[src/ped_pkg.sv]
`timescale 1ns / 1ps
// Shared types, character constants and hex helpers for the percent-escape decoder.
package ped_pkg;

    // Character codes
    localparam logic [7:0] PCT_CHAR   = 8'h25;
    localparam logic [7:0] DIGIT_0    = 8'h30;
    localparam logic [7:0] DIGIT_9    = 8'h39;
    localparam logic [7:0] UPPER_A    = 8'h41;
    localparam logic [7:0] UPPER_F    = 8'h46;
    localparam logic [3:0] TEN        = 4'd10;

    // Most results one request can produce
    localparam int unsigned MAX_RES   = 3;

    // Escape tracking, one-hot
    typedef enum logic [2:0] {
        PH_IDLE = 3'b001,   // nothing pending
        PH_PCT  = 3'b010,   // percent sign held
        PH_DIG  = 3'b100    // percent sign and one hex digit held
    } phase_t;

    typedef logic [7:0] byte_t;
    typedef logic [1:0] res_cnt_t;

    // Uppercase hex digit test
    function automatic logic is_hex(input byte_t c);
        return ((c >= DIGIT_0) && (c <= DIGIT_9)) || ((c >= UPPER_A) && (c <= UPPER_F));
    endfunction

    // Nibble value of a hex digit (zero for anything else)
    function automatic logic [3:0] hex_nibble(input byte_t c);
        logic [7:0] diff;
        begin
            diff = 8'd0;
            if ((c >= DIGIT_0) && (c <= DIGIT_9))
            begin
                diff = c - DIGIT_0;
            end
            else if ((c >= UPPER_A) && (c <= UPPER_F))
            begin
                diff = c - UPPER_A + {4'd0, TEN};
            end
            return diff[3:0];
        end
    endfunction

endpackage

[src/percent_escape_decoder_unit.sv]
`timescale 1ns / 1ps
// Streaming percent-escape decoder: input register, decode logic, result group register.
//
// Usage:
//   Request channel (req_valid/req_ready) takes one text byte (char_in) and its
//   end_of_text flag per accepted request. Result channel (res_valid/res_ready)
//   returns bytes one at a time (char_out), final_out marking the last byte of
//   a string. "%XY" with uppercase hex digits becomes one byte; anything else
//   passes through, and incomplete escapes are emitted literally.
//   An accepted request passes from the input register through the decode
//   logic into the result group register. A request makes 0 to 3 results;
//   results leave one per cycle from the result group register while
//   res_ready is high. Requests that make at most one result stream at one per
//   cycle while res_ready is high; the input register takes a new
//   request while a result waits.
//   Requests that produce no result pass the decode stage without waiting.
//   When the receiver stalls, the result group holds, the input register fills
//   and req_ready drops; nothing is lost.
//   Reset (rst_n low, asynchronous) empties both stages and clears any pending
//   escape. end_of_text flushes pending bytes and returns to the idle phase.
module percent_escape_decoder_unit
    import ped_pkg::*;
(
    input  logic       clk,
    input  logic       rst_n,
    input  logic       req_valid,
    output logic       req_ready,
    input  logic [7:0] char_in,
    input  logic       end_of_text,
    output logic       res_valid,
    input  logic       res_ready,
    output logic [7:0] char_out,
    output logic       final_out
);

    // Input register
    logic   in_valid_reg;
    byte_t  char_reg;
    logic   eot_reg;

    // Escape state
    phase_t phase_reg, phase_next;
    byte_t  held_reg, held_next;

    // Result group register
    byte_t    grp_byte_reg [MAX_RES];
    res_cnt_t grp_cnt_reg;
    res_cnt_t grp_idx_reg;
    logic     grp_final_reg;

    // Decode outputs
    byte_t    res_byte [MAX_RES];
    res_cnt_t res_cnt;

    logic grp_last;
    logic grp_free;
    logic advance;

    // Decode one byte against the pending escape
    always_comb
    begin
        res_byte[0] = 8'd0;
        res_byte[1] = 8'd0;
        res_byte[2] = 8'd0;
        res_cnt     = 2'd0;
        phase_next  = phase_reg;
        held_next   = held_reg;
        case (phase_reg)
            PH_PCT:
            begin
                if (char_reg == PCT_CHAR)
                begin
                    res_byte[0] = PCT_CHAR;
                    res_cnt     = 2'd1;
                end
                else if (is_hex(char_reg))
                begin
                    held_next  = char_reg;
                    phase_next = PH_DIG;
                end
                else
                begin
                    res_byte[0] = PCT_CHAR;
                    res_byte[1] = char_reg;
                    res_cnt     = 2'd2;
                    phase_next  = PH_IDLE;
                end
            end
            PH_DIG:
            begin
                if (is_hex(char_reg))
                begin
                    res_byte[0] = {hex_nibble(held_reg), hex_nibble(char_reg)};
                    res_cnt     = 2'd1;
                    phase_next  = PH_IDLE;
                end
                else if (char_reg == PCT_CHAR)
                begin
                    res_byte[0] = PCT_CHAR;
                    res_byte[1] = held_reg;
                    res_cnt     = 2'd2;
                    phase_next  = PH_PCT;
                end
                else
                begin
                    res_byte[0] = PCT_CHAR;
                    res_byte[1] = held_reg;
                    res_byte[2] = char_reg;
                    res_cnt     = 2'd3;
                    phase_next  = PH_IDLE;
                end
            end
            default:
            begin
                if (char_reg == PCT_CHAR)
                begin
                    phase_next = PH_PCT;
                end
                else
                begin
                    res_byte[0] = char_reg;
                    res_cnt     = 2'd1;
                    phase_next  = PH_IDLE;
                end
            end
        endcase

        // End of text: flush whatever escape is still pending
        if (eot_reg)
        begin
            if (phase_next == PH_PCT)
            begin
                case (res_cnt)
                    2'd0:    res_byte[0] = PCT_CHAR;
                    2'd1:    res_byte[1] = PCT_CHAR;
                    default: res_byte[2] = PCT_CHAR;
                endcase
                res_cnt = res_cnt + 2'd1;
            end
            else if (phase_next == PH_DIG)
            begin
                // only reached from a held percent and a new digit: no results yet
                res_byte[0] = PCT_CHAR;
                res_byte[1] = held_next;
                res_cnt     = 2'd2;
            end
            phase_next = PH_IDLE;
            held_next  = 8'd0;
        end
    end

    // Handshake and stage advance
    assign grp_last  = (grp_idx_reg == (grp_cnt_reg - 2'd1));
    assign grp_free  = (grp_cnt_reg == 2'd0) || (res_ready && grp_last);
    assign advance   = in_valid_reg && ((res_cnt == 2'd0) || grp_free);
    assign req_ready = !in_valid_reg || advance;

    // Input register
    always_ff @(posedge clk or negedge rst_n)
    begin
        if (!rst_n)
        begin
            in_valid_reg <= 1'b0;
        end
        else if (req_valid && req_ready)
        begin
            in_valid_reg <= 1'b1;
        end
        else if (advance)
        begin
            in_valid_reg <= 1'b0;
        end
    end

    always_ff @(posedge clk)
    begin
        if (req_valid && req_ready)
        begin
            char_reg <= char_in;
            eot_reg  <= end_of_text;
        end
    end

    // Escape state
    always_ff @(posedge clk or negedge rst_n)
    begin
        if (!rst_n)
        begin
            phase_reg <= PH_IDLE;
            held_reg  <= 8'd0;
        end
        else if (advance)
        begin
            phase_reg <= phase_next;
            held_reg  <= held_next;
        end
    end

    // Result group control
    always_ff @(posedge clk or negedge rst_n)
    begin
        if (!rst_n)
        begin
            grp_cnt_reg   <= 2'd0;
            grp_idx_reg   <= 2'd0;
            grp_final_reg <= 1'b0;
        end
        else if (advance && (res_cnt != 2'd0))
        begin
            grp_cnt_reg   <= res_cnt;
            grp_idx_reg   <= 2'd0;
            grp_final_reg <= eot_reg;
        end
        else if (res_valid && res_ready)
        begin
            if (grp_last)
            begin
                grp_cnt_reg <= 2'd0;
                grp_idx_reg <= 2'd0;
            end
            else
            begin
                grp_idx_reg <= grp_idx_reg + 2'd1;
            end
        end
    end

    // Result group payload
    always_ff @(posedge clk)
    begin
        if (advance && (res_cnt != 2'd0))
        begin
            grp_byte_reg[0] <= res_byte[0];
            grp_byte_reg[1] <= res_byte[1];
            grp_byte_reg[2] <= res_byte[2];
        end
    end

    // Output select
    always_comb
    begin
        case (grp_idx_reg)
            2'd0:    char_out = grp_byte_reg[0];
            2'd1:    char_out = grp_byte_reg[1];
            default: char_out = grp_byte_reg[2];
        endcase
    end

    assign res_valid = (grp_cnt_reg != 2'd0);
    assign final_out = grp_final_reg && grp_last;

    // Checks
    a_idx_in_group: assert property (@(posedge clk) disable iff (!rst_n)
        (grp_cnt_reg == 2'd0) || (grp_idx_reg < grp_cnt_reg))
        else $error("result index beyond group count");

    a_eot_resets_phase: assert property (@(posedge clk) disable iff (!rst_n)
        (advance && eot_reg) |=> (phase_reg == PH_IDLE) && (held_reg == 8'd0))
        else $error("end of text left an escape pending");

    a_input_held: assert property (@(posedge clk) disable iff (!rst_n)
        (in_valid_reg && !advance) |=> in_valid_reg && $stable(char_reg)
            && $stable(eot_reg))
        else $error("stalled request lost from input register");

    a_held_is_hex: assert property (@(posedge clk) disable iff (!rst_n)
        (phase_reg == PH_DIG) |-> is_hex(held_reg))
        else $error("held digit is not a hex digit");

    a_group_load: assert property (@(posedge clk) disable iff (!rst_n)
        (advance && (res_cnt != 2'd0)) |=> res_valid)
        else $error("decoded results not presented");

endmodule
[config.mk]
export PLATFORM = sky130hd
export DESIGN_NAME = percent_escape_decoder_unit
export DESIGN_NICKNAME = d
export VERILOG_FILES = /design/src/ped_pkg.sv /design/src/percent_escape_decoder_unit.sv
export SDC_FILE = /design/constraint.sdc
export NUM_CORES = 1
export LEC_CHECK = 0
export ABC_AREA = 0
export BUFFER_PORTS_ARGS = -buffer_cell sky130_fd_sc_hd__buf_4
export CAP_MARGIN = 20
export CORE_MARGIN = 4
export CORE_UTILIZATION = 60
export CTS_CLUSTER_DIAMETER = 80
export DETAILED_ROUTE_END_ITERATION = 7
export PLACE_DENSITY = 0.8
export SYNTH_ARGS = -nofsm -noshare
export SYNTH_HDL_FRONTEND = slang
export SYNTH_SLANG_ARGS = --single-unit
[constraint.sdc]
create_clock -name clk -period 4.2 [get_ports clk]
set_clock_uncertainty 0.1 [all_clocks]
set_input_delay 0.84 -clock clk [delete_from_list [all_inputs] [get_ports clk]]
set_output_delay 0.84 -clock clk [all_outputs]
set_load 0.05 [all_outputs]
==> qor.csv, run 1 <==
metric;value;unit
CP Max Fanout;9;
total power;2200;uW
pwr/cell area;684;nW/um^2
worst slew pin tran;0.964;ns
DRT Pass-1 Iters;5;
FF-to-FF Start;char_reg[1];
vias in the first global route;2176;
Port Buffer Count;23;
final hold violations;0;
placed inst area;3090;sq um
Ports;24;
RSZ-0062 raised after global routing;no;
Nets;335;
cell with the most instances after synthesis;nand2_1;
CTS H-tree lvls;2;
synthesized instance count;281;
routed wire length;6.61;mm
crit end category;primary output;
number of vias in the routed layout;2343;
top cell type's share of synthesized area;0.346;
initial antenna violation count;0;
chip height;77.1;um
Slew headroom;0.341;
max-cap viol count;0;
Row Count;24;
largest net degree at the start of global routing;29;
Largest register FFs;24;
DRC errors left;0;
Synth area leader;edfxtp_1;
Detail Route Antenna Nets;0;
Tmin final;4.00;ns
Die X;77.1;um
CP startpoint kind;register;
Initial DRC Count;294;
synth warn;0;
Clock Latency Late Sink;0.30;ns
Max Buffers Root-to-Sink;2;
n_diodes;0;
number of enable flip-flop cells after synthesis;33;
CTS tree;done;
Total GRT Usage;0.229;
worst setup path class;register to primary output;
Net Count, Synth;306;
Async S/R FF share, synth;0.340;
Slew Limit Fails;0;
Finished Layout Cells;363;
CTS buffer count;5;
crit-path cells;inv_1 > ha_1 > nor3b_1 > nor4_4 > nor2_4 > nand2_1 > ha_1 > a21oi_1 > a311oi_1 > nor3_1 > inv_1 > buf_4;
Detail Placement HPWL;4.86;mm
CP max stage cell;edfxtp_1;
mean post-synth cell area;10.2;sq um
WL per Instance;18.2;um
global-route wire length before repair;10.8;mm
leakage;0.00137;uW
Tcrit/Tclk final;0.952;
Seq cells post-synth;50;
CP Launch Point;char_reg[1];
register area share after synthesis;0.495;
Finished Cell Area;3220;sq um
global route overflow;0;
synth top area cells;edfxtp_1 35%, dfrtp_1 14%, nand2_1 5.8%, ha_1 5.2%, o21ai_0 3.0%;
clock sinks;50;
VDD IR max;0.519;mV
drt via density;6.45;
Synth-to-Final Area Change;12.4;%
setup total negative slack;0;ns
gpl congestion;0.949;
post-layout util;0.720;
Critical Path RT;3.26;ns
die area;5950;sq um
Initial Utilization;0.640;
Commonest cells post-synth;44 x nand2_1, 33 x edfxtp_1, 22 x inv_1, 17 x o21ai_0, 16 x dfrtp_1;
Core Footprint;4470;sq um
Inst Count DP;350;
Max Clk Rate;0.250;GHz
status;finished, final reports clean;
Mapped Area;2870;sq um
max incr delay on CP;0.48;ns
Critical Path AT;3.06;ns
FILL cells;335;
Yosys cell types;61;
R2R setup slack;0.44;ns
worst hold path class;input pin to asynchronous set/reset pin;
# setup viols final;0;
share of layout cells above drive strength 1;0.170;
ys flop type;edfxtp_1;
clk slew on worst S/H paths;0.09;ns
Root Buffer;clkbuf_8;
[worst paths after layout]
| check | end | depth (start not counted) |
|---|---|---|
| max | req_ready | 12 |
| min | grp_final_reg | 1 |
| max reg2reg | phase_reg[2] | 12 |
| min reg2reg | grp_final_reg | 2 |
| max in group asynchronous | phase_reg[0] | 1 |
| min in group clk | grp_final_reg | 2 |
[timing repair]
item / 4_1_cts / 5_1_grt
gates resized for setup: 0 / 1
endpoints found under the setup margin: 0 / 1
setup buffers: 0 / 5
hold buffers: 0 / 0
[layout make-up]
cell class	instances	area (sq um)	area share
clock inverters	3	16.3	0.00505
well taps	52	65.1	0.0202
repair buffers	33	248	0.0769
inverters	22	82.6	0.0256
clock buffers	5	68.8	0.0214
flip-flops and latches	50	1420	0.440
multi-input cells	198	1320	0.411
[kinds of logic (layout without fill, tap and decap cells)]
group,count (synthesis),after routing,share of synthesized area
simple gates,103,103,0.189
compound gates,74,74,0.185
flops,50,50,0.495
buf+inv,33,63,0.0476
fa+ha+maj,12,12,0.0524
mux,5,5,0.0196
xor+xnor,4,4,0.0122
[layout by cell type (no fill, tap or decap), types with 10 or more instances in the layout]
cell	netlist	layout
a22oi_1	10	10
dfrtp_1	16	16
inv_1	22	22
buf_4	0	33
nor2_1	14	14
edfxtp_1	33	33
a21oi_1	10	10
nand2_1	44	44
ha_1	12	12
o21ai_0	17	17
[metal layers]
layer,vias up,global-route usage,part of all wire
met5,-,0,0
li1,1107,-,-
met2,127,0.371,0.48
met3,18,0.0386,0.076
met1,1091,0.312,0.42
met4,0,0.0801,0.025
[per-stage QoR]
stage	hold WS, ns	setup slack [ns]
2_1_floorplan	0.387	0.488
3_3_place_gp	0.404	0.515
3_5_place_dp	0.418	0.411
4_1_cts	0.287	0.0860
5_1_grt	0.295	0.0382
6_report	0.281	0.201
[power by group]
group          leakage [uW]  internal [uW]  total [uW]  switching [uW]
Combinational      0.000801            330        1040             713
Sequential         0.000525            744         892             148
Clock             0.0000416            114         268             154
Total               0.00137           1190        2200            1020
[worst max-delay path, delay by kind of cell (launching register included)]
kind                     cells  cell delay (ns)
flip-flops                   1             0.48
buffers and inverters        3             0.41
AND/OR/NAND/NOR              5             0.90
adder cells (fa/ha/maj)      2             0.53
AO/OA/AOI/OAI                2             0.42
Power figures use the tool's default switching activity.
==> run 2: changes to the inputs <==
--- a/config.mk
+++ b/config.mk
@@ -9,10 +9,11 @@
 export BUFFER_PORTS_ARGS = -buffer_cell sky130_fd_sc_hd__buf_4
 export CAP_MARGIN = 20
 export CORE_MARGIN = 4
-export CORE_UTILIZATION = 60
+export CORE_UTILIZATION = 62
+export CTS_BUF_LIST = sky130_fd_sc_hd__clkbuf_2
 export CTS_CLUSTER_DIAMETER = 80
 export DETAILED_ROUTE_END_ITERATION = 7
-export PLACE_DENSITY = 0.8
+export PLACE_DENSITY = 0.82
 export SYNTH_ARGS = -nofsm -noshare
 export SYNTH_HDL_FRONTEND = slang
 export SYNTH_SLANG_ARGS = --single-unit
==> qor.csv, run 2 (same netlist as run 1, synthesis figures left out) <==
metric;value;unit;change
Initial DRC Count;199;;-32%
Flop pwr share;0.393;;-0.012
Critical Path AT;3.01;ns;-0.05 ns
DRT Pass-1 Iters;5;;unchanged
gpl congestion;0.935;;-1.5%
most frequent cells in the layout;44 x nand2_1, 38 x buf_4, 33 x edfxtp_1;;
grt peak-use layer;met2;;
FF-to-FF Start;char_reg[1];;
largest net degree at the start of global routing;29;;unchanged
# setup viols final;0;;unchanged
sw frac;0.451;;-0.0102
pwr/cell area;689;nW/um^2;+0.74%
Tmin final;3.95;ns;-0.0461 ns
clock sinks;50;;unchanged
worst hold path class;input pin to asynchronous set/reset pin;;
CTS buffer count;5;;unchanged
met2 usage;0.368;;-0.00293
Largest register FFs;24;;unchanged
drt via density;6.43;;-0.35%
Detail Placement HPWL;4.89;mm;+0.63%
met3 Track Usage GR;0.0449;;+0.00628
FF-to-FF End;phase_reg[0];;
CTS tree;done;;
worst slew pin tran;1.07;ns;+0.104 ns
Initial Utilization;0.649;;+0.00871
CTS H-tree lvls;2;;unchanged
Clock Latency Late Sink;0.43;ns;+0.13 ns
total power;2260;uW;+2.8%
Max Buffers Root-to-Sink;2;;unchanged
vias in the first global route;2281;;+4.8%
Register-to-Register Path Depth;13;;+1
Row Count;24;;unchanged
Critical Path RT;3.26;ns;about the same
WP buf/inv;3;;unchanged
routed wire length;6.79;mm;+2.8%
Total GRT Usage;0.238;;+0.00843
n_diodes;0;;unchanged
initial antenna violation count;0;;unchanged
Root Buffer;clkbuf_2;;
sw power;1020;uW;+0.51%
met1 Resource Use GR;0.322;;+0.00972
worst setup path class;register to primary output;;
max-cap viol count;0;;unchanged
Max Clk Rate;0.253;GHz;+1.2%
share of layout cells above drive strength 1;0.196;;+0.0258
post-layout util;0.744;;+0.0245
CP max stage cell;edfxtp_1;;
clk slew on worst S/H paths;0.23;ns;+0.14 ns
Slew headroom;0.270;;-0.0709
Pint;1240;uW;+4.7%
Die X;76.0;um;-1.5%
status;finished, final reports clean;;
DRC errors left;0;;unchanged
final hold violations;0;;unchanged
Nets;340;;+1.5%
crit-path cells;inv_1 > ha_1 > o21ba_2 > o21a_1 > nor2_4 > nand2_1 > ha_1 > a21oi_1 > a311oi_2 > nor3_2 > inv_1 > buf_4;;
Comb pwr share;0.472;;about the same
WL per Instance;18.5;um;+1.4%
Detail Route Antenna Nets;0;;unchanged
global route overflow;0;;unchanged
Synth-to-Final Area Change;14.7;%;
CP startpoint kind;register;;
max incr delay on CP;0.45;ns;-0.03 ns
CP Max Fanout;6;;-3
Tcrit/Tclk final;0.941;;-0.0110
Port Buffer Count;23;;unchanged
commonest non-fill, non-tap cell in the layout;nand2_1;;
Ports;24;;unchanged
part of the power in the clock network;0.134;;+0.012
die area;5770;sq um;-2.9%
FILL cells;303;;-9.6%
VDD IR max;0.545;mV;+4.9%
leakage;0.00140;uW;+2.7%
CP delay by family, top;compound AO/OA/AOI/OAI gates;;
Slew Limit Fails;0;;unchanged
chip height;76.0;um;-1.5%
R2R setup slack;0.79;ns;+0.35 ns
Core Footprint;4410;sq um;-1.3%
crit end category;primary output;;
number of vias in the routed layout;2367;;+1.0%
global-route wire length before repair;11.2;mm;+3.6%
## run 2: worst max path at each step
stage / slack [ns] / cells past startpoint / startpoint / endpoint
floorplan: 0.49 / 9 / char_reg[0] / grp_byte_reg[0][0]
global placement: 0.53 / 11 / char_reg[0] / req_ready
detailed placement: 0.47 / 12 / char_reg[0] / req_ready
CTS: 0.06 / 12 / char_reg[1] / req_ready
global route: -0.05 / 12 / char_reg[1] / req_ready
finish: 0.25 / 12 / char_reg[1] / req_ready
## run 2: per-layer routing
metal	up-vias	share of wire
met5	-	0
met3	37	0.076
met4	0	0.038
li1	1111	-
met1	1110	0.41
met2	109	0.48
## run 2: through the flow
stage          cell area [sq um]  cells  hold WS [ns]  TNS (ns)  setup WS, ns
2_1_floorplan               2870    281         0.387         0         0.488
6_report                    3290    368         0.122         0         0.247
3_5_place_dp                3100    351         0.423         0         0.466
5_1_grt                     3290    368        0.0766   -0.0452       -0.0452
4_1_cts                     3200    360         0.106         0        0.0616
3_3_place_gp                3100    351         0.409         0         0.528
## run 2: area by class of cell
type | instances | area, sq um | share of cell area
repair buffers | 38 | 285 | 0.0868
well taps | 52 | 65.1 | 0.0198
multi-input cells | 198 | 1350 | 0.410
clock inverters | 3 | 63.8 | 0.0194
flip-flops and latches | 50 | 1420 | 0.431
clock buffers | 5 | 25.0 | 0.00762
inverters | 22 | 82.6 | 0.0251
## run 2: power by group through the flow
stage | Combinational [uW] | Sequential, uW | Clock (uW)
final | 1070 | 891 | 304
after global routing | 1160 | 908 | 335
after CTS | 1060 | 882 | 310
after detailed placement | 1040 | 897 | 0
after global placement | 1020 | 890 | 0
after floorplan | 783 | 836 | 0
## run 2: repair_timing
action,4_1_cts,5_1_grt
hold buffers,0,0
setup endpoints to repair,1,1
gates resized for setup,1,6
pin swaps,0,3
buffers inserted,1,8
cloned,0,0
## run 2: worst register-to-register path, delay by kind of cell, from the launching register on
kind / cells / cell delay (ns)
buf+inv: 3 / 0.36
mux: 1 / 0.20
fa+ha+maj: 2 / 0.56
compound gates: 5 / 1.43
flops: 1 / 0.45
simple gates: 2 / 0.25
